--- src/rtl/vaf_pkg.sv ---
// ----------------------------------------------------------------------------
// vaf_pkg: shared types and constants of the full-circle vector angle core
// Binary-angle constants, the arctangent table of the rotation cells, the
// scale factors of the angle outputs and the types that travel down the row.
// ----------------------------------------------------------------------------
package vaf_pkg;

   localparam int COORD_WIDTH_DEF  = 16;
   localparam int ANGLE_STAGES_DEF = 16;

   // rotation datapath: magnitudes sit left-aligned with two spare top bits
   localparam int CORDIC_WIDTH = 64;
   localparam int Z_WIDTH      = 32;
   localparam int REF_WIDTH    = 31;
   localparam int TABLE_LEN    = 32;

   // binary angle: one full turn is 2^32
   localparam logic [REF_WIDTH-1:0] BAM_90  = 31'h4000_0000;
   localparam logic [31:0]          BAM_180 = 32'h8000_0000;

   // output scaling: pi * 2^30 for radians, 360 * 256 for degrees
   localparam logic [31:0] PI_Q30    = 32'hC90F_DAA2;
   localparam logic [16:0] DEG_SCALE = 17'd92160;

   localparam int RAD_WIDTH = 16;
   localparam int DEG_WIDTH = 17;

   // atan(2^-i) in binary-angle units
   localparam logic [31:0] ATAN_BAM [TABLE_LEN] = '{
      32'h2000_0000, 32'h12E4_051E, 32'h09FB_385B, 32'h0511_11D4,
      32'h028B_0D43, 32'h0145_D7E1, 32'h00A2_F61E, 32'h0051_7C55,
      32'h0028_BE53, 32'h0014_5F2F, 32'h000A_2F98, 32'h0005_17CC,
      32'h0002_8BE6, 32'h0001_45F3, 32'h0000_A2FA, 32'h0000_517D,
      32'h0000_28BE, 32'h0000_145F, 32'h0000_0A30, 32'h0000_0518,
      32'h0000_028C, 32'h0000_0146, 32'h0000_00A3, 32'h0000_0051,
      32'h0000_0029, 32'h0000_0014, 32'h0000_000A, 32'h0000_0005,
      32'h0000_0003, 32'h0000_0001, 32'h0000_0001, 32'h0000_0000
   };

   // how the reference angle of an item is found
   typedef enum logic [1:0] {
      KIND_ROTATE = 2'd0,
      KIND_ON_X   = 2'd1,
      KIND_ON_Y   = 2'd2,
      KIND_NULL   = 2'd3
   } ref_kind_type;

   typedef struct packed {
      logic signed [CORDIC_WIDTH-1:0] xs;
      logic signed [CORDIC_WIDTH-1:0] ys;
      logic signed [Z_WIDTH-1:0]      z;
      logic                           x_neg;
      logic                           y_neg;
      ref_kind_type                   kind;
   } cordic_type;

endpackage

--- src/rtl/vaf_prep.sv ---
// ----------------------------------------------------------------------------
// vaf_prep: input stage of the vector angle core
// Takes magnitudes and signs of the vector, sorts out the axis cases and
// loads the left-aligned magnitudes for the rotation cells.
// ----------------------------------------------------------------------------
module vaf_prep #(
   parameter int COORD_WIDTH = vaf_pkg::COORD_WIDTH_DEF
) (
   input  logic                          clock,
   input  logic                          reset,
   input  logic                          up_valid,
   output logic                          up_ready,
   input  logic signed [COORD_WIDTH-1:0] x_coord,
   input  logic signed [COORD_WIDTH-1:0] y_coord,
   output logic                          dn_valid,
   input  logic                          dn_ready,
   output vaf_pkg::cordic_type           dn_data
);

   localparam int GUARD_BITS = vaf_pkg::CORDIC_WIDTH - 2 - COORD_WIDTH;

   logic                      valid_ff, valid_in;
   vaf_pkg::cordic_type       data_ff, data_in;
   logic [COORD_WIDTH-1:0]    x_bits, y_bits, ax, ay;

   assign up_ready = !valid_ff || dn_ready;
   assign valid_in = up_ready ? up_valid : valid_ff;

   always_comb begin
      x_bits = x_coord;
      y_bits = y_coord;
      // the most negative value keeps its exact magnitude as unsigned
      ax = x_bits[COORD_WIDTH-1] ? (~x_bits + 1'b1) : x_bits;
      ay = y_bits[COORD_WIDTH-1] ? (~y_bits + 1'b1) : y_bits;
      data_in.xs    = {2'b00, ax, {GUARD_BITS{1'b0}}};
      data_in.ys    = {2'b00, ay, {GUARD_BITS{1'b0}}};
      data_in.z     = '0;
      data_in.x_neg = x_bits[COORD_WIDTH-1];
      data_in.y_neg = y_bits[COORD_WIDTH-1];
      if (ax == '0 && ay == '0) begin
         data_in.kind = vaf_pkg::KIND_NULL;
      end else if (ay == '0) begin
         data_in.kind = vaf_pkg::KIND_ON_X;
      end else if (ax == '0) begin
         data_in.kind = vaf_pkg::KIND_ON_Y;
      end else begin
         data_in.kind = vaf_pkg::KIND_ROTATE;
      end
   end

   always_ff @(posedge clock) begin
      if (reset) begin
         valid_ff <= 1'b0;
      end else begin
         valid_ff <= valid_in;
      end
   end

   always_ff @(posedge clock) begin
      if (up_valid && up_ready) begin
         data_ff <= data_in;
      end
   end

   assign dn_valid = valid_ff;
   assign dn_data  = data_ff;

endmodule

--- config.mk ---
export PLATFORM = sky130hd
export DESIGN_NAME = vaf_prep
export DESIGN_NICKNAME = d
export VERILOG_FILES = /design/src/rtl/vaf_pkg.sv /design/src/rtl/vaf_prep.sv
export SDC_FILE = /design/constraint.sdc
export NUM_CORES = 1
export LEC_CHECK = 0
export BUFFER_PORTS_ARGS = -buffer_cell sky130_fd_sc_hd__buf_2
export CORE_ASPECT_RATIO = 1.4
export CORE_MARGIN = 4
export CORE_UTILIZATION = 48
export DETAILED_ROUTE_END_ITERATION = 10
export PLACE_DENSITY = 0.93
export SLEW_MARGIN = 20
export SYNTH_ARGS = -nofsm -noshare
export SYNTH_HDL_FRONTEND = slang
export SYNTH_SLANG_ARGS = --single-unit
--- constraint.sdc ---
create_clock -name clock -period 5.79 [get_ports clock]
set_clock_uncertainty 0.05 [all_clocks]
set_input_delay 0.8685 -clock clock [delete_from_list [all_inputs] [get_ports clock]]
set_output_delay 0.8685 -clock clock [all_outputs]
set_load 0.01 [all_outputs]
==> metrics.yaml <==
logic_synthesis:
  syn-cell-area_um2: 3280
  syn_inst: 348
  yosysWarnings: 0
  synthAdderAreaFrac: 0.00762
  avgSynthCellArea_um2: 9.43
  synth_mux_area_frac: 0.00610
  yosys.area_share.simple: 0.141
  synth_xor_area_frac: 0.0694
  synth-compound-area-share: 0.114
  ys.flop_type: "edfxtp_1"
  ys_types: 52
  synth-edff-count: 36
  ys_async_sr_fraction: 0
  ys_ff_latch: 37
  seq_area_frac_synth: 0.335
  synth_top_family_by_area: "buffers and inverters"
global_route:
  antenna_found_initial: 0
  grt_max_degree: 37
  grt_pass1_vias: 2022
  overflow: 0
  track_usage: 0.147
  grt_pass1_wl_um: 9690
setup_path:
  cp.required_ps: 5770
  arrival_ps: 2950
  cp-end-kind: "register"
  path_class: "in2reg"
  cp-start-kind: "primary input"
  crit_fanout: 10
timing:
  maxSlewHeadroom: 0.628
  timing_hold_violations_final: 0
  rsz0062_at_grt: "false"
  fin_crit_sh: 0.513
  setup_violations: 0
  final.setup.tns_ps: 0
  slew_viol_final: 0
  max_clock_freq_mhz: 337
  tightest_slew_ps: 553
  period_needed_ps: 2970
flow_run:
  maxCapViolCount: 0
layout:
  final_nets: 447
  drive_gt1_frac: 0.212
  antennaDiodeCount: 0
  syn_to_final_growth_pct: 0.953
  fin_cells: 502
placed_design:
  gp_congestion: 1.08
  hpwl_um: 5370
  place_inst: 494
  io_buffers: 73
floorplan:
  initial_core_util: 0.496
  core_um2: 6610
  dieArea_um2: 8240
  die_h_um: 106
  die_w_um: 77.9
  row_count: 35
  io_pins: 202
clocking:
  clock_latency_ps: 280
  cts_resized: 0
  clk_path_buf_depth: 2
  post_cts_buffers: 0
  clkSinkCount: 37
  cts_root_buf: "clkbuf_8"
  path_clk_slew_ps: 70
  cts_tree: "done"
  ctsHoldBuffers: 0
  h-tree-depth: 2
  numCtsBuffers: 5
routing:
  post_drt_wl_per_cell_um: 13.1
  wl_um: 6560
  drtPass1Iterations: 5
  drc_errors: 0
  drt_iter0_markers: 91
  via_count: 2366
  viasPerCell: 4.71
  ant_nets: 0
power_and_ir_drop:
  ir_worst_vdd_uv: 95.5
  power.density_nw_per_um2: 212
  p_leak_nw: 1.47
worst_hold_path:
  hold_class: "reg2reg"
run_status:
  status: "finished, final reports clean"
## placed cells by master, fill, tap and decap left out, types with 2 or more instances in the layout
cell type  count
xnor2_1       26
mux2i_1        2
a211oi_1       2
a211o_1        2
nor4_1         6
buf_2         73
nand3_1        2
o32ai_1        2
a21oi_1        6
o32a_1         2
nand2_1       16
o31ai_1        7
nand4b_1       2
inv_1          7
nor3_1         8
ha_1           2
or2_2          2
nand2b_1      10
edfxtp_1      36
o41ai_1        5
clkbuf_8       5
or3_1          6
conb_1       128
o21bai_1       2
or4_1          8
nor2_1         6
o21ai_0       10
## synthesized netlist by cell type, types with 5 or more instances
library cell  instances  area, um^2
inv_1                 7        26.3
o31ai_1               7        52.6
a21oi_1               6        30.0
or3_1                 6        37.5
nand2_1              16        60.1
buf_4               128         961
o41ai_1               5        43.8
xnor2_1              26         228
nor3_1                8        40.0
or4_1                 8        60.1
nor4_1                6        37.5
nand2b_1             10        62.6
nor2_1                6        22.5
o21ai_0              10        50.1
clkbuf_1             16        60.1
edfxtp_1             36        1080
## metrics by stage
step | cell area, um^2 | util | setup WS [ps] | hold WS [ps] | power [mW]
floorplan | 3760 | - | 2750 | 543 | 0.506
global route | 3310 | 0.501 | 2670 | 517 | 0.739
global placement | 3210 | 0.485 | 2560 | 440 | 0.489
detailed placement | 3210 | 0.485 | 2520 | 467 | 0.494
CTS | 3310 | 0.501 | 2840 | 481 | 0.709
finish | 3310 | 0.501 | 2820 | 478 | 0.704
## per-layer routing
layer | vias to the layer above | track usage | share of wire
met5 | - | 0 | 0
met4 | 0 | 0.0674 | 0.022
met3 | 15 | 0.0368 | 0.12
met2 | 183 | 0.273 | 0.55
met1 | 1074 | 0.152 | 0.31
li1 | 1094 | - | -
## path summary, 6_finish.rpt
| path | depth (start not counted) | start | slack, ps | endpoint |
|---|---|---|---|---|
| setup / recovery | 6 | y_coord[6] | 2820 | dn_data[0] |
| hold / removal | 2 | dn_valid | 480 | dn_valid |
| setup reg to reg | 3 | dn_valid | 4440 | dn_data[0] |
| hold reg to reg | 2 | dn_valid | 480 | dn_valid |
## where the power goes
group          switching, mW  total (mW)  internal [mW]
registers            0.00466       0.324          0.320
clock network         0.0867       0.214          0.127
logic                  0.115       0.166         0.0509
total                  0.206       0.704          0.498
## flip-flops by register name, indices dropped and copies added, names as in the netlist
name,cells
dn_data,36
dn_valid,1
## critical path: stages
cell     delay, ps
buf_2          130
or4_1          710
or4_1          640
and4_1         240
o32ai_1        290
nor4_2          60
## layout make-up
class	count	area, um^2
Inverter	7	26.3
Tap cell	92	115
Sequential cell	37	1100
Multi-Input combinational cell	284	1590
Clock inverter	2	33.8
Clock buffer	6	72.6
Fill cell	612	3300
Timing Repair Buffer	74	373
## kinds of logic after synthesis
kind of cell | count (synthesis)
and+or+nand+nor | 78
muxes | 2
AOI/OAI and AO/OA | 48
DFF | 37
buffers and inverters | 154
adders and majority gates | 2
other | 1
xor gates and xnor gates | 26
Note: power is estimated with default switching activity, not from simulation.
