==> src/rtl/vaf_pkg.sv <==
// ----------------------------------------------------------------------------
// vaf_pkg: shared types and constants of the full-circle vector angle core
// Binary-angle constants, the arctangent table of the rotation cells, the
// scale factors of the angle outputs and the types that travel down the row.
// ----------------------------------------------------------------------------
package vaf_pkg;

   localparam int COORD_WIDTH_DEF  = 16;
   localparam int ANGLE_STAGES_DEF = 16;

   // rotation datapath: magnitudes sit left-aligned with two spare top bits
   localparam int CORDIC_WIDTH = 64;
   localparam int Z_WIDTH      = 32;
   localparam int REF_WIDTH    = 31;
   localparam int TABLE_LEN    = 32;

   // binary angle: one full turn is 2^32
   localparam logic [REF_WIDTH-1:0] BAM_90  = 31'h4000_0000;
   localparam logic [31:0]          BAM_180 = 32'h8000_0000;

   // output scaling: pi * 2^30 for radians, 360 * 256 for degrees
   localparam logic [31:0] PI_Q30    = 32'hC90F_DAA2;
   localparam logic [16:0] DEG_SCALE = 17'd92160;

   localparam int RAD_WIDTH = 16;
   localparam int DEG_WIDTH = 17;

   // atan(2^-i) in binary-angle units
   localparam logic [31:0] ATAN_BAM [TABLE_LEN] = '{
      32'h2000_0000, 32'h12E4_051E, 32'h09FB_385B, 32'h0511_11D4,
      32'h028B_0D43, 32'h0145_D7E1, 32'h00A2_F61E, 32'h0051_7C55,
      32'h0028_BE53, 32'h0014_5F2F, 32'h000A_2F98, 32'h0005_17CC,
      32'h0002_8BE6, 32'h0001_45F3, 32'h0000_A2FA, 32'h0000_517D,
      32'h0000_28BE, 32'h0000_145F, 32'h0000_0A30, 32'h0000_0518,
      32'h0000_028C, 32'h0000_0146, 32'h0000_00A3, 32'h0000_0051,
      32'h0000_0029, 32'h0000_0014, 32'h0000_000A, 32'h0000_0005,
      32'h0000_0003, 32'h0000_0001, 32'h0000_0001, 32'h0000_0000
   };

   // how the reference angle of an item is found
   typedef enum logic [1:0] {
      KIND_ROTATE = 2'd0,
      KIND_ON_X   = 2'd1,
      KIND_ON_Y   = 2'd2,
      KIND_NULL   = 2'd3
   } ref_kind_type;

   typedef struct packed {
      logic signed [CORDIC_WIDTH-1:0] xs;
      logic signed [CORDIC_WIDTH-1:0] ys;
      logic signed [Z_WIDTH-1:0]      z;
      logic                           x_neg;
      logic                           y_neg;
      ref_kind_type                   kind;
   } cordic_type;

endpackage

==> src/rtl/vaf_post.sv <==
// ----------------------------------------------------------------------------
// vaf_post: angle finish of the vector angle core
// Clamps the reference angle, places it in its quadrant as a binary angle,
// then scales it to radians and degrees in the output register.
// ----------------------------------------------------------------------------
module vaf_post (
   input  logic                              clock,
   input  logic                              reset,
   input  logic                              up_valid,
   output logic                              up_ready,
   input  vaf_pkg::cordic_type               up_data,
   output logic                              dn_valid,
   input  logic                              dn_ready,
   output logic [vaf_pkg::RAD_WIDTH-1:0]     angle_radians,
   output logic [vaf_pkg::DEG_WIDTH-1:0]     angle_degrees,
   output logic                              zero_vector
);

   localparam logic signed [vaf_pkg::Z_WIDTH-1:0] Z_90 =
      {1'b0, vaf_pkg::BAM_90};

   // quadrant stage
   logic                              a_valid_ff, a_valid_in, a_ready;
   logic [31:0]                       bam_ff, bam_in;
   logic                              a_zero_ff;
   logic [vaf_pkg::REF_WIDTH-1:0]     ref_angle;
   logic [31:0]                       ref_ext;

   // scale stage
   logic                              b_valid_ff, b_valid_in, b_ready;
   logic [vaf_pkg::RAD_WIDTH-1:0]     rad_ff;
   logic [vaf_pkg::DEG_WIDTH-1:0]     deg_ff;
   logic                              zero_ff;
   logic [63:0]                       rad_prod;
   logic [48:0]                       deg_prod;

   assign b_ready    = !b_valid_ff || dn_ready;
   assign a_ready    = !a_valid_ff || b_ready;
   assign up_ready   = a_ready;
   assign a_valid_in = a_ready ? up_valid : a_valid_ff;
   assign b_valid_in = b_ready ? a_valid_ff : b_valid_ff;

   always_comb begin
      case (up_data.kind)
         vaf_pkg::KIND_NULL: ref_angle = '0;
         vaf_pkg::KIND_ON_X: ref_angle = '0;
         vaf_pkg::KIND_ON_Y: ref_angle = vaf_pkg::BAM_90;
         default: begin
            if (up_data.z[vaf_pkg::Z_WIDTH-1]) begin
               ref_angle = '0;
            end else if (up_data.z > Z_90) begin
               ref_angle = vaf_pkg::BAM_90;
            end else begin
               ref_angle = up_data.z[vaf_pkg::REF_WIDTH-1:0];
            end
         end
      endcase
      ref_ext = {1'b0, ref_angle};
      case ({up_data.x_neg, up_data.y_neg})
         2'b00:   bam_in = ref_ext;
         2'b10:   bam_in = vaf_pkg::BAM_180 - ref_ext;
         2'b11:   bam_in = vaf_pkg::BAM_180 + ref_ext;
         default: bam_in = 32'd0 - ref_ext;
      endcase
      // the null vector leaves a zero angle behind for the scale stage
      if (up_data.kind == vaf_pkg::KIND_NULL) begin
         bam_in = '0;
      end
   end

   assign rad_prod = bam_ff * vaf_pkg::PI_Q30;
   assign deg_prod = bam_ff * vaf_pkg::DEG_SCALE;

   always_ff @(posedge clock) begin
      if (reset) begin
         a_valid_ff <= 1'b0;
         b_valid_ff <= 1'b0;
      end else begin
         a_valid_ff <= a_valid_in;
         b_valid_ff <= b_valid_in;
      end
   end

   always_ff @(posedge clock) begin
      if (up_valid && a_ready) begin
         bam_ff    <= bam_in;
         a_zero_ff <= (up_data.kind == vaf_pkg::KIND_NULL);
      end
      if (a_valid_ff && b_ready) begin
         rad_ff  <= rad_prod[63:48];
         deg_ff  <= deg_prod[48:32];
         zero_ff <= a_zero_ff;
      end
   end

   assign dn_valid      = b_valid_ff;
   assign angle_radians = rad_ff;
   assign angle_degrees = deg_ff;
   assign zero_vector   = zero_ff;

   assert property (@(posedge clock) disable iff (reset)
      (b_valid_ff && zero_ff) |-> (rad_ff == '0 && deg_ff == '0))
      else $error("vaf_post: null vector with a nonzero angle");

   assert property (@(posedge clock) disable iff (reset)
      b_valid_ff |-> (rad_ff <= 16'd51471))
      else $error("vaf_post: radians at or above a full turn");

   assert property (@(posedge clock) disable iff (reset)
      b_valid_ff |-> (deg_ff <= 17'd92159))
      else $error("vaf_post: degrees at or above a full turn");

   assert property (@(posedge clock) disable iff (reset)
      (a_valid_ff && !b_ready) |=> (a_valid_ff && $stable(bam_ff)))
      else $error("vaf_post: quadrant stage lost a stalled item");

endmodule

==> config.mk <==
export PLATFORM = sky130hd
export DESIGN_NAME = vaf_post
export DESIGN_NICKNAME = d
export VERILOG_FILES = /design/src/rtl/vaf_pkg.sv /design/src/rtl/vaf_post.sv
export SDC_FILE = /design/constraint.sdc
export NUM_CORES = 1
export LEC_CHECK = 0
export BUFFER_PORTS_ARGS = -buffer_cell sky130_fd_sc_hd__buf_2
export CORE_MARGIN = 2
export CORE_UTILIZATION = 63
export CTS_BUF_LIST = sky130_fd_sc_hd__clkbuf_4 sky130_fd_sc_hd__clkbuf_8
export CTS_CLUSTER_SIZE = 16
export DETAILED_ROUTE_END_ITERATION = 8
export MAX_ROUTING_LAYER = met4
export PLACE_DENSITY = 0.84
export SYNTH_ARGS = -nofsm -noshare
export SYNTH_HDL_FRONTEND = slang
export SYNTH_SLANG_ARGS = --single-unit
==> constraint.sdc <==
create_clock -name clock -period 8.5 [get_ports clock]
set_clock_uncertainty 0.15 [all_clocks]
set_input_delay 1.275 -clock clock [delete_from_list [all_inputs] [get_ports clock]]
set_output_delay 1.275 -clock clock [all_outputs]
set_load 0.02 [all_outputs]
==> results of run 1 <==
==> placed cells by master, fill, tap and decap left out, types with 6 or more instances in the layout <==
cell	synthesis	layout
sky130_fd_sc_hd__nand3_1	31	31
sky130_fd_sc_hd__and2_1	11	11
sky130_fd_sc_hd__or3_1	7	7
sky130_fd_sc_hd__xor2_1	18	18
sky130_fd_sc_hd__o21a_1	8	8
sky130_fd_sc_hd__a31oi_1	9	9
sky130_fd_sc_hd__nor3_1	22	22
sky130_fd_sc_hd__nor2_1	63	63
sky130_fd_sc_hd__buf_2	3	75
sky130_fd_sc_hd__a21o_1	34	34
sky130_fd_sc_hd__o31ai_1	9	9
sky130_fd_sc_hd__nand4_1	16	16
sky130_fd_sc_hd__edfxtp_1	67	67
sky130_fd_sc_hd__nor4_1	7	7
sky130_fd_sc_hd__inv_1	579	579
sky130_fd_sc_hd__nand2_1	65	65
sky130_fd_sc_hd__xnor2_1	33	33
sky130_fd_sc_hd__and3_1	6	6
sky130_fd_sc_hd__o21bai_1	8	8
sky130_fd_sc_hd__fa_1	405	405
sky130_fd_sc_hd__o211ai_1	7	7
sky130_fd_sc_hd__nor2b_1	11	10
sky130_fd_sc_hd__nand3b_1	7	7
sky130_fd_sc_hd__buf_4	0	7
sky130_fd_sc_hd__a21oi_1	79	79
sky130_fd_sc_hd__o21ai_0	53	53
sky130_fd_sc_hd__clkbuf_8	0	10
sky130_fd_sc_hd__ha_1	416	416
==> area by class of cell <==
cell class                 count  area, um^2  share of cell area (%)
inverter                     579        2170                    9.79
clock inverter                 6        93.8                   0.423
tap                          442         553                    2.49
timing repair buffer          82         428                    1.93
clock buffer                  10         138                   0.620
multi-input combinational   1393       16800                    75.5
sequential                    69        2050                    9.24
==> cells in the mapped netlist, types with 22 or more instances <==
| master | instances |
|---|---|
| sky130_fd_sc_hd__a21o_1 | 34 |
| sky130_fd_sc_hd__nand2_1 | 65 |
| sky130_fd_sc_hd__nand3_1 | 31 |
| sky130_fd_sc_hd__nor3_1 | 22 |
| sky130_fd_sc_hd__inv_1 | 579 |
| sky130_fd_sc_hd__o21ai_0 | 53 |
| sky130_fd_sc_hd__nor2_1 | 63 |
| sky130_fd_sc_hd__fa_1 | 405 |
| sky130_fd_sc_hd__a21oi_1 | 79 |
| sky130_fd_sc_hd__xnor2_1 | 33 |
| sky130_fd_sc_hd__edfxtp_1 | 67 |
| sky130_fd_sc_hd__ha_1 | 416 |
==> through the flow <==
step,area [um^2],std cells
detailed placement,22000,2565
CTS,22200,2581
finish,22200,2581
global route,22200,2581
global placement,22000,2565
floorplan,21000,2054
==> how the worst min path moves through the flow <==
stage,end,slack [ns],depth (start not counted)
floorplan,zero_vector,0.25,0
global placement,zero_vector,0.28,0
detailed placement,zero_vector,0.27,0
CTS,zero_vector,0.31,0
global route,zero_vector,0.31,0
finish,zero_vector,0.30,0
==> routing by layer <==
layer	GRT usage, %	share of wire, %	vias to the layer above
met3	6.23	7.7	107
li1	-	-	6758
met5	-	0	-
met4	9.28	3.0	0
met2	50.1	47	528
met1	43.4	43	7493
==> flip-flops by register name, indices dropped and copies added (netlist names) <==
| register | flops |
|---|---|
| angle_degrees | 17 |
| a_valid_ff | 1 |
| dn_valid | 1 |
| angle_radians | 16 |
| bam_ff | 32 |
| a_zero_ff | 1 |
| zero_vector | 1 |
==> cell families after synthesis <==
kind of cell	Yosys count	synth area share (%)
adders and majority gates	821	63.3
buffers and inverters	592	10.6
and+or+nand+nor	269	6.49
AOI/OAI and AO/OA	248	7.59
DFF	69	9.75
xor gates and xnor gates	51	2.12
muxes	4	0.196
==> worst register-to-register path: stages, from the launching register on <==
cell and delay, ns:
sky130_fd_sc_hd__edfxtp_1 0.65, sky130_fd_sc_hd__inv_1 0.33, sky130_fd_sc_hd__fa_1 0.69, sky130_fd_sc_hd__xnor2_1 0.09
sky130_fd_sc_hd__ha_1 0.28, sky130_fd_sc_hd__inv_1 0.05, sky130_fd_sc_hd__fa_1 0.53, sky130_fd_sc_hd__inv_1 0.04
sky130_fd_sc_hd__ha_1 0.31, sky130_fd_sc_hd__fa_1 0.48, sky130_fd_sc_hd__fa_1 0.52, sky130_fd_sc_hd__fa_1 0.49
sky130_fd_sc_hd__ha_1 0.31, sky130_fd_sc_hd__ha_1 0.33, sky130_fd_sc_hd__a21oi_1 0.16, sky130_fd_sc_hd__o21ai_0 0.17
sky130_fd_sc_hd__a22oi_1 0.19, sky130_fd_sc_hd__a31oi_1 0.17, sky130_fd_sc_hd__o31ai_1 0.87, sky130_fd_sc_hd__a21oi_1 0.23
sky130_fd_sc_hd__o2111a_1 0.30, sky130_fd_sc_hd__a211o_1 0.22
==> results.md, run 1 <==
- Number of hold-slack violations in the final timing report: 0
- Post-Syn Instances: 2,054
- Hold Startpoint: a_zero_ff
- Initial antenna violation count: 0
- CTS clock-pin slew for the worst setup and hold paths: 0.09 ns
- Starting Density: 64.3%
- Worst-path cell with the longest stage delay: sky130_fd_sc_hd__o31ai_1
- Path depth of the worst reg2reg path: 21
- Slack of the worst reg-to-reg path: about 0.7 ns
- Routed WL: approximately 52,000 um
- Post-synthesis sequential area ratio: 9.75%
- Number of nets in the finished design: 3,123
- Setup repair after global routing missed its margin: no
- Site Rows: 66
- Actual slew at the worst max-slew pin: 1.06 ns
- Distinct cell type count after synthesis: 62
- Wire length of the first global-routing pass: 84,600 um
- Vert. Die Dim: about 190 um
- Number of search-and-repair iterations in the first detailed-routing pass: 7
- Stages on worst setup path: 21
- Cell repeated most along the worst path: sky130_fd_sc_hd__fa_1
- Vias in the first global route: 15,981
- Area contributors post-synth: sky130_fd_sc_hd__fa_1 (39%), sky130_fd_sc_hd__ha_1 (25%), sky130_fd_sc_hd__inv_1 (10%), sky130_fd_sc_hd__edfxtp_1 (9.6%), sky130_fd_sc_hd__a21oi_1 (1.9%)
- Final max-slew violation count: 0
- Hold Crit Class: flip-flop to flip-flop
- Run status: completed
- Startpoint type of the worst setup path: flip-flop
- Clock sink count: 69
- Period utilization: 91.8%
- Worst EP arrival: 7.80 ns
- Number of antenna-violating nets in the routed design: 0
- Startpoint of the worst setup timing path: bam_ff[10]
- Required time at the endpoint of the critical path: about 8.5 ns
- Yosys warnings: 0
- Top FF cell, synth: sky130_fd_sc_hd__edfxtp_1
- Horizontal die dimension: between 150 and 200 um
- Die area: about 35,000 um^2
- Antenna cells: 0
- Leading area contributor after synthesis: sky130_fd_sc_hd__fa_1
- FILL cells: about 2,500
- Post-layout util: 67.9%
- Total via count after detailed routing: 14,886
- Aggregate global-route resource usage: between 30% and 40%
- EDFF count, synth: 67
- Capturing point of the worst reg2reg path: angle_radians[15]
- Final setup violation count: 0
- Post-synth top area share: 38.5%
- FFs w/ async S/R, synth: 0%
- Cells along the critical path: inv_1, fa_1, xnor2_1, ha_1, inv_1, fa_1, inv_1, ha_1, fa_1, fa_1, fa_1, ha_1, ha_1, a21oi_1, o21ai_0, a22oi_1, a31oi_1, o31ai_1, a21oi_1, o2111a_1, a211o_1
- Clock Latency Late Sink: 0.39 ns
- Final weighted congestion of routability-driven global placement: 0.955
- Largest net degree at the start of global routing: 35
- Estimated wirelength of the detail-placed design: 46,100 um
- Post-detailed-route wirelength per cell: 20.3 um
- Floorplan Core Area: ~33,000 um^2
- Number of nets produced by synthesis: 3,043
- Clock period minus worst slack: 7.80 ns
- Highest clock frequency the design can meet: around 130 MHz
- Worst Hold Margin: ~0.30 ns
- Number of instances resized during post-cts repair: 0
- Drt initial violations: 1,132
- Clock tree buffer depth: 2
- Crit path capture: angle_radians[15]
- Delay of the slowest cell on the worst path: between 0.8 and 0.9 ns
- Port-buffer cells: 75
- Layout cells sized above 1: roughly 5.3%
- H-tree lvl count: 3
- Total buffers and inverters traversed by the critical path: 3
- Post-detailed-route DRC marker count: 0
- Cell area after synthesis: 21,000 um^2
- Final TNS setup: 0 ns
- Worst reg2reg startpoint: bam_ff[10]
- Synthesized flop and latch total: slightly below 70
- Worst Path Class, Setup: flip-flop to flip-flop
- Post-Syn Area per Cell: 10.2 um^2
- Root buf cell: sky130_fd_sc_hd__clkbuf_8
- Average via count per standard cell: 5.77
- Clock buffer count from CTS: 9
- GRT Residual Overflow: 0
- Pre-CTS WS: between 0.7 and 0.8 ns
- Cell family with most CP delay: adder cells
- Number of setup buffers added after CTS: 0
- Total of max-cap violations: 0
- Clock tree from TritonCTS: built
- Setup ws final: 0.698 ns
- Area added between synthesis and finish: 5.55%
- Endpoint type of the worst setup path: flip-flop
- Headroom to the max-slew limit: 28.8%
- # IOs: roughly 200
- Hold buffer count at cts: 0
- CP max FO: 7
Power of run 1 is not shown: default switching activity piles up to over one toggle a cycle in this logic, so the estimate is an artifact.
==> run 2, diff against run 1 <==
--- a/config.mk
+++ b/config.mk
@@ -5,14 +5,15 @@
 export SDC_FILE = /design/constraint.sdc
 export NUM_CORES = 1
 export LEC_CHECK = 0
+export ABC_AREA = 1
 export BUFFER_PORTS_ARGS = -buffer_cell sky130_fd_sc_hd__buf_2
 export CORE_MARGIN = 2
-export CORE_UTILIZATION = 63
+export CORE_UTILIZATION = 60
 export CTS_BUF_LIST = sky130_fd_sc_hd__clkbuf_4 sky130_fd_sc_hd__clkbuf_8
 export CTS_CLUSTER_SIZE = 16
 export DETAILED_ROUTE_END_ITERATION = 8
 export MAX_ROUTING_LAYER = met4
-export PLACE_DENSITY = 0.84
+export PLACE_DENSITY = 0.8
 export SYNTH_ARGS = -nofsm -noshare
 export SYNTH_HDL_FRONTEND = slang
 export SYNTH_SLANG_ARGS = --single-unit
==> results.md, run 2 <==
- H-tree lvl count: 3
- Area after DPL: 24,100 um^2
- Number of nets in the finished design: approximately 3,700
- Number of nets produced by synthesis: between 3,000 and 4,000
- Most repeated cell in the gate-level netlist after synthesis: sky130_fd_sc_hd__inv_1
- Clock buffer count from CTS: 9
- Site Rows: 71
- Post-detailed-route wirelength per cell: 20.6 um
- Post-synthesis sequential area ratio: around 9%
- Highest clock frequency the design can meet: about 140 MHz
- Worst reg2reg startpoint: bam_ff[1]
- Antenna cells: 0
- Post-Syn Area per Cell: 8.62 um^2
- Worst-path cell with the longest stage delay: sky130_fd_sc_hd__edfxtp_1
- Clock tree buffer depth: 2
- Most used standard cells in the synthesized netlist: sky130_fd_sc_hd__inv_1 (719), sky130_fd_sc_hd__ha_1 (416), sky130_fd_sc_hd__fa_1 (405)
- Average via count per standard cell: 5.58
- Total buffers and inverters traversed by the critical path: 6
- Post-Syn Instances: 2,677
- Wire length of the first global-routing pass: around 110,000 um
- Total via count after detailed routing: 18,232
- Area added between synthesis and finish: 4.93%
- Flip-flop count of the largest register, all copies and words added: 32
- Initial antenna violation count: 1
- Final TNS setup: 0 ns
- Post-route cell area: 24,200 um^2
- Starting Density: 61.1%
- Clock sink count: 69
- Number of antenna-violating nets in the routed design: 0
- Number of hold-slack violations in the final timing report: 0
- Required time at the endpoint of the critical path: approximately 8.5 ns
- Met2 routing resource usage after global routing: 53.6%
- Worst EP arrival: about 7.3 ns
- Most Crowded Layer GR: met2
- Cell area after synthesis: 23,100 um^2
- Vert. Die Dim: ~200 um
- Post-synth top area share: between 30% and 40%
- Met3 demand-to-capacity share in global routing: under 10%
- Vias in the first global route: between 15,000 and 20,000
- Root buf cell: sky130_fd_sc_hd__clkbuf_8
- Aggregate global-route resource usage: 35.9%
- Hold Crit Class: flip-flop to flip-flop
- Delay of the slowest cell on the worst path: 0.82 ns
- Number of search-and-repair iterations in the first detailed-routing pass: 5
- Distinct cell type count after synthesis: 39
- CTS clock-pin slew for the worst setup and hold paths: roughly 0.090 ns
- Layout cells sized above 1: 3.77%
- Hold Startpoint: a_zero_ff
- Post-detailed-route DRC marker count: 0
- Clock tree from TritonCTS: built
- Most flop-heavy register: bam_ff
- Period utilization: 85.1%
- Routed WL: 67,500 um
- Clock period minus worst slack: 7.23 ns
- Slack of the worst reg-to-reg path: 1.27 ns
- Worst Hold Margin: approximately 0.29 ns
- Leading cell type in the layout, fill and taps excluded: sky130_fd_sc_hd__inv_1
- Setup repair after global routing missed its margin: no
- Leading area contributor after synthesis: sky130_fd_sc_hd__fa_1
- Number of setup buffers added after CTS: 0
- Estimated wirelength of the detail-placed design: ~60,000 um
- Floorplan Core Area: between 30,000 and 40,000 um^2
- Synthesized flop and latch total: 69
- GRT Residual Overflow: 0
- Port-buffer cells: 75
- Headroom to the max-slew limit: a little under half
- Endpoint type of the worst setup path: flip-flop
- Largest net degree at the start of global routing: 64
- CP max FO: 10
- # IOs: 204
- Run status: completed
- Startpoint type of the worst setup path: flip-flop
- Yosys warnings: 0
- FILL cells: about 3,300
- EDFF count, synth: 67
- Horizontal die dimension: 200 um
- Die area: 40,100 um^2
- Final weighted congestion of routability-driven global placement: about 1.0
- Drt initial violations: 1,304
- Met1 track demand over resource in global routing: 49.2%
- FFs w/ async S/R, synth: 0%
- Number of instances resized during post-cts repair: 0
- Area contributors post-synth: sky130_fd_sc_hd__fa_1 (35%), sky130_fd_sc_hd__ha_1 (23%), sky130_fd_sc_hd__inv_1 (12%), sky130_fd_sc_hd__edfxtp_1 (8.7%), sky130_fd_sc_hd__nand2_1 (5.6%)
- Hold buffer count at cts: 0
- Leading cell types in the layout, fill and taps excluded: sky130_fd_sc_hd__inv_1 (719), sky130_fd_sc_hd__ha_1 (416), sky130_fd_sc_hd__fa_1 (405)
- Final max-slew violation count: 0
- Total of max-cap violations: 0
- Worst Path Class, Setup: flip-flop to flip-flop
- Top FF cell, synth: sky130_fd_sc_hd__edfxtp_1
- Cell repeated most along the worst path: sky130_fd_sc_hd__nand2_1
- Actual slew at the worst max-slew pin: 0.816 ns
- Cell family with most CP delay: adder cells
- Final setup violation count: 0
- Clock Latency Late Sink: 0.44 ns
- Startpoint of the worst setup timing path: bam_ff[1]
==> run 2: cell types whose count changed after synthesis, moves of 26 or more <==
cell / change
sky130_fd_sc_hd__nand2_1: +282
sky130_fd_sc_hd__nor2_1: +159
sky130_fd_sc_hd__inv_1: +140
sky130_fd_sc_hd__a21oi_1: +50
sky130_fd_sc_hd__o21ai_0: +43
sky130_fd_sc_hd__nand3_1: +34
sky130_fd_sc_hd__o21ai_1: +27
sky130_fd_sc_hd__a21o_1: -26
==> run 2: per-layer routing <==
metal  vias to the layer above  routed length [um]
met5                         -                   0
met4                         0                2410
met3                       104                5220
met2                       620               30400
met1                      9021               29400
li1                       8487                   -
==> run 2: cell type report <==
class / count / area (um^2) / share of cell area (%)
sequential: 69 / 2050 / 8.47
clock inverter: 6 / 40.0 / 0.165
inverter: 722 / 2710 / 11.2
tap: 511 / 639 / 2.64
timing repair buffer: 82 / 428 / 1.77
clock buffer: 9 / 124 / 0.511
multi-input combinational: 1871 / 18200 / 75.3
==> run 2: worst reg2reg max path: cells and delay by family (launching register included) <==
family,cells,cell delay [ns]
fa+ha+maj,9,3.87
compound gates,4,0.87
flops,1,0.82
simple gates,8,0.74
buf+inv,6,0.51
==> run 2: logic make-up (layout without fill, tap and decap cells) <==
kind of cell / Yosys count / count (layout) / synth area share [%]
adder cells (fa/ha/maj): 821 / 821 / 57.7
AO/OA/AOI/OAI: 316 / 316 / 7.56
buffers and inverters: 737 / 819 / 12.2
AND/OR/NAND/NOR: 691 / 691 / 12.1
XOR/XNOR: 43 / 43 / 1.63
flip-flops: 69 / 69 / 8.89
==> run 2: metrics by stage <==
| stage | instances | utilization [%] | setup slack [ns] |
|---|---|---|---|
| floorplan | 2677 | - | 2.50 |
| global placement | 3255 | 63.7 | 1.54 |
| detailed placement | 3255 | 63.7 | 1.47 |
| CTS | 3270 | 64.2 | 1.42 |
| global route | 3270 | 64.2 | 1.04 |
| finish | 3270 | 64.2 | 1.27 |
==> run 2: final timing paths <==
check / cells past startpoint / to
worst max-delay path: 27 / angle_radians[15]
worst min-delay path: 0 / zero_vector
worst min register to register: 0 / zero_vector
worst max register to register: 27 / angle_radians[15]
Power of run 2 is left out for the same reason.
==> run 3, diff against run 2 <==
--- a/config.mk
+++ b/config.mk
@@ -7,6 +7,7 @@
 export LEC_CHECK = 0
 export ABC_AREA = 1
 export BUFFER_PORTS_ARGS = -buffer_cell sky130_fd_sc_hd__buf_2
+export CORE_ASPECT_RATIO = 1.2
 export CORE_MARGIN = 2
 export CORE_UTILIZATION = 60
 export CTS_BUF_LIST = sky130_fd_sc_hd__clkbuf_4 sky130_fd_sc_hd__clkbuf_8
==> results.md, run 3 (synthesized netlist as in run 2, its figures left out) <==
- Clock tree from TritonCTS: built
- Worst EP arrival: 7.03 ns
- Required time at the endpoint of the critical path: 8.52 ns
- CP max FO: 10
- Post-detailed-route DRC marker count: 0
- Most flop-heavy register: bam_ff
- Highest clock frequency the design can meet: approximately 140 MHz
- Worst Path Class, Setup: flip-flop to flip-flop
- Wire length of the first global-routing pass: roughly 100,000 um
- Cell family with most CP delay: adder cells
- Clock buffer count from CTS: 9
- Number of antenna-violating nets in the routed design: 0
- Clock Latency Late Sink: about 0.41 ns
- Top layer in use: met4
- Port-buffer cells: 75
- Run status: completed
- Post-detailed-route wirelength per cell: between 20 and 25 um
- Worst-path cell with the longest stage delay: sky130_fd_sc_hd__edfxtp_1
- Leading cell types in the layout, fill and taps excluded: sky130_fd_sc_hd__inv_1 (719), sky130_fd_sc_hd__ha_1 (416), sky130_fd_sc_hd__fa_1 (405)
- Setup repair after global routing missed its margin: no
- Estimated wirelength of the detail-placed design: 60,100 um
- Slack of the worst reg-to-reg path: 1.50 ns
- Period utilization: between 80% and 90%
- Hold buffer count at cts: 0
- Endpoint type of the worst setup path: flip-flop
- Clock sink count: 69
- Clock period minus worst slack: 7.01 ns
- Site Rows: 78
- Layout cells sized above 1: roughly 3.9%
- Routed length on met3: 4040 um
- Leading cell type in the layout, fill and taps excluded: sky130_fd_sc_hd__inv_1
- Number of setup buffers added after CTS: 0
- Met1 wire length: 28,500 um
- Number of nets in the finished design: between 3,000 and 4,000
- Actual slew at the worst max-slew pin: 1.08 ns
- Startpoint type of the worst setup path: flip-flop
- Final TNS setup: 0 ns
- Final weighted congestion of routability-driven global placement: between 1 and 1.5
- Final max-slew violation count: 0
- H-tree lvl count: 3
- Total of max-cap violations: 0
- CTS clock-pin slew for the worst setup and hold paths: 0.10 ns
- Root buf cell: sky130_fd_sc_hd__clkbuf_8
- Flip-flop count of the largest register, all copies and words added: 32
- Vert. Die Dim: 219 um
- Vias in the first global route: 18,818
- Starting Density: 61.0%
- Clock tree buffer depth: 2
- Cell repeated most along the worst path: sky130_fd_sc_hd__nand2_1
- GRT Residual Overflow: 0
- Met2 routed WL: 32,200 um
- Horizontal die dimension: 183 um
- Drt initial violations: between 1,000 and 1,500
- Headroom to the max-slew limit: 27.6%
- Number of hold-slack violations in the final timing report: 0
- Routed WL: 67,700 um
- Area added between synthesis and finish: 5.09%
- Total buffers and inverters traversed by the critical path: 6
- Average via count per standard cell: 5.61
- Number of instances resized during post-cts repair: 0
- Number of search-and-repair iterations in the first detailed-routing pass: 6
- Die area: 40,100 um^2
- Total via count after detailed routing: 18,194
- # IOs: 204
- Floorplan Core Area: 37,900 um^2
- Aggregate global-route resource usage: 36.1%
- Hold Crit Class: flip-flop to flip-flop
- Delay of the slowest cell on the worst path: 0.86 ns
- Largest net degree at the start of global routing: 64
- Initial antenna violation count: 1
- Final setup violation count: 0
-- run 3: cell types whose count changed in the layout (fill, tap and decap cells not counted), sizes merged --
cell      change
clkinvlp      -2
diode         +1
buf           +1
bufinv        +2
inv           +3
clkinv        -2
-- run 3: path summary, 6_finish.rpt --
check,start,to,cells past startpoint
max reg2reg,bam_ff[1],angle_radians[15],27
min reg2reg,a_zero_ff,zero_vector,0
max,bam_ff[1],angle_radians[15],27
min,a_zero_ff,zero_vector,0
-- run 3: final cells by class --
type / count / area [um^2]
diodes: 1 / 2.50
clock buffers: 9 / 124
clock inverters: 7 / 105
fillers: 3311 / 13600
inverters: 722 / 2710
multi-input cells: 1871 / 18200
flip-flops and latches: 69 / 2050
well taps: 480 / 601
repair buffers: 83 / 435
-- run 3: per-layer routing --
layer / global-route usage [%] / vias to the layer above
met3: 5.21 / 167
li1: - / 8489
met4: 14.3 / 0
met1: 46.9 / 8907
met2: 57.4 / 631
met5: - / -
-- run 3: worst reg2reg max path: stages, from the launching register on --
cell and delay, ns:
sky130_fd_sc_hd__edfxtp_1 0.86, sky130_fd_sc_hd__inv_1 0.23, sky130_fd_sc_hd__fa_1 0.58, sky130_fd_sc_hd__inv_1 0.07, sky130_fd_sc_hd__ha_1 0.28, sky130_fd_sc_hd__inv_1 0.05
sky130_fd_sc_hd__fa_1 0.52, sky130_fd_sc_hd__inv_1 0.04, sky130_fd_sc_hd__ha_1 0.21, sky130_fd_sc_hd__fa_1 0.53, sky130_fd_sc_hd__inv_1 0.05, sky130_fd_sc_hd__fa_1 0.47
sky130_fd_sc_hd__inv_1 0.05, sky130_fd_sc_hd__fa_1 0.53, sky130_fd_sc_hd__ha_1 0.33, sky130_fd_sc_hd__ha_1 0.35, sky130_fd_sc_hd__nand2_1 0.08, sky130_fd_sc_hd__nand2_1 0.06
sky130_fd_sc_hd__a31oi_1 0.14, sky130_fd_sc_hd__o21ai_0 0.10, sky130_fd_sc_hd__a21oi_1 0.41, sky130_fd_sc_hd__o21bai_1 0.13, sky130_fd_sc_hd__nand3_1 0.19, sky130_fd_sc_hd__nand2_1 0.09
sky130_fd_sc_hd__nand2_1 0.10, sky130_fd_sc_hd__nand2_1 0.06, sky130_fd_sc_hd__nand2_1 0.05, sky130_fd_sc_hd__nand2_1 0.06
-- run 3: metrics by stage --
step,setup slack [ns],utilization (%),std cells,hold WS [ns],cell area (um^2)
after floorplan,2.50,-,2677,0.250,23100
after global placement,1.62,63.5,3225,0.261,24000
after detailed placement,1.63,63.5,3225,0.262,24000
final,1.50,64.1,3242,0.273,24300
after global routing,1.17,64.1,3241,0.291,24300
after CTS,1.58,64.1,3241,0.274,24300
Power of run 3 is left out for the same reason.
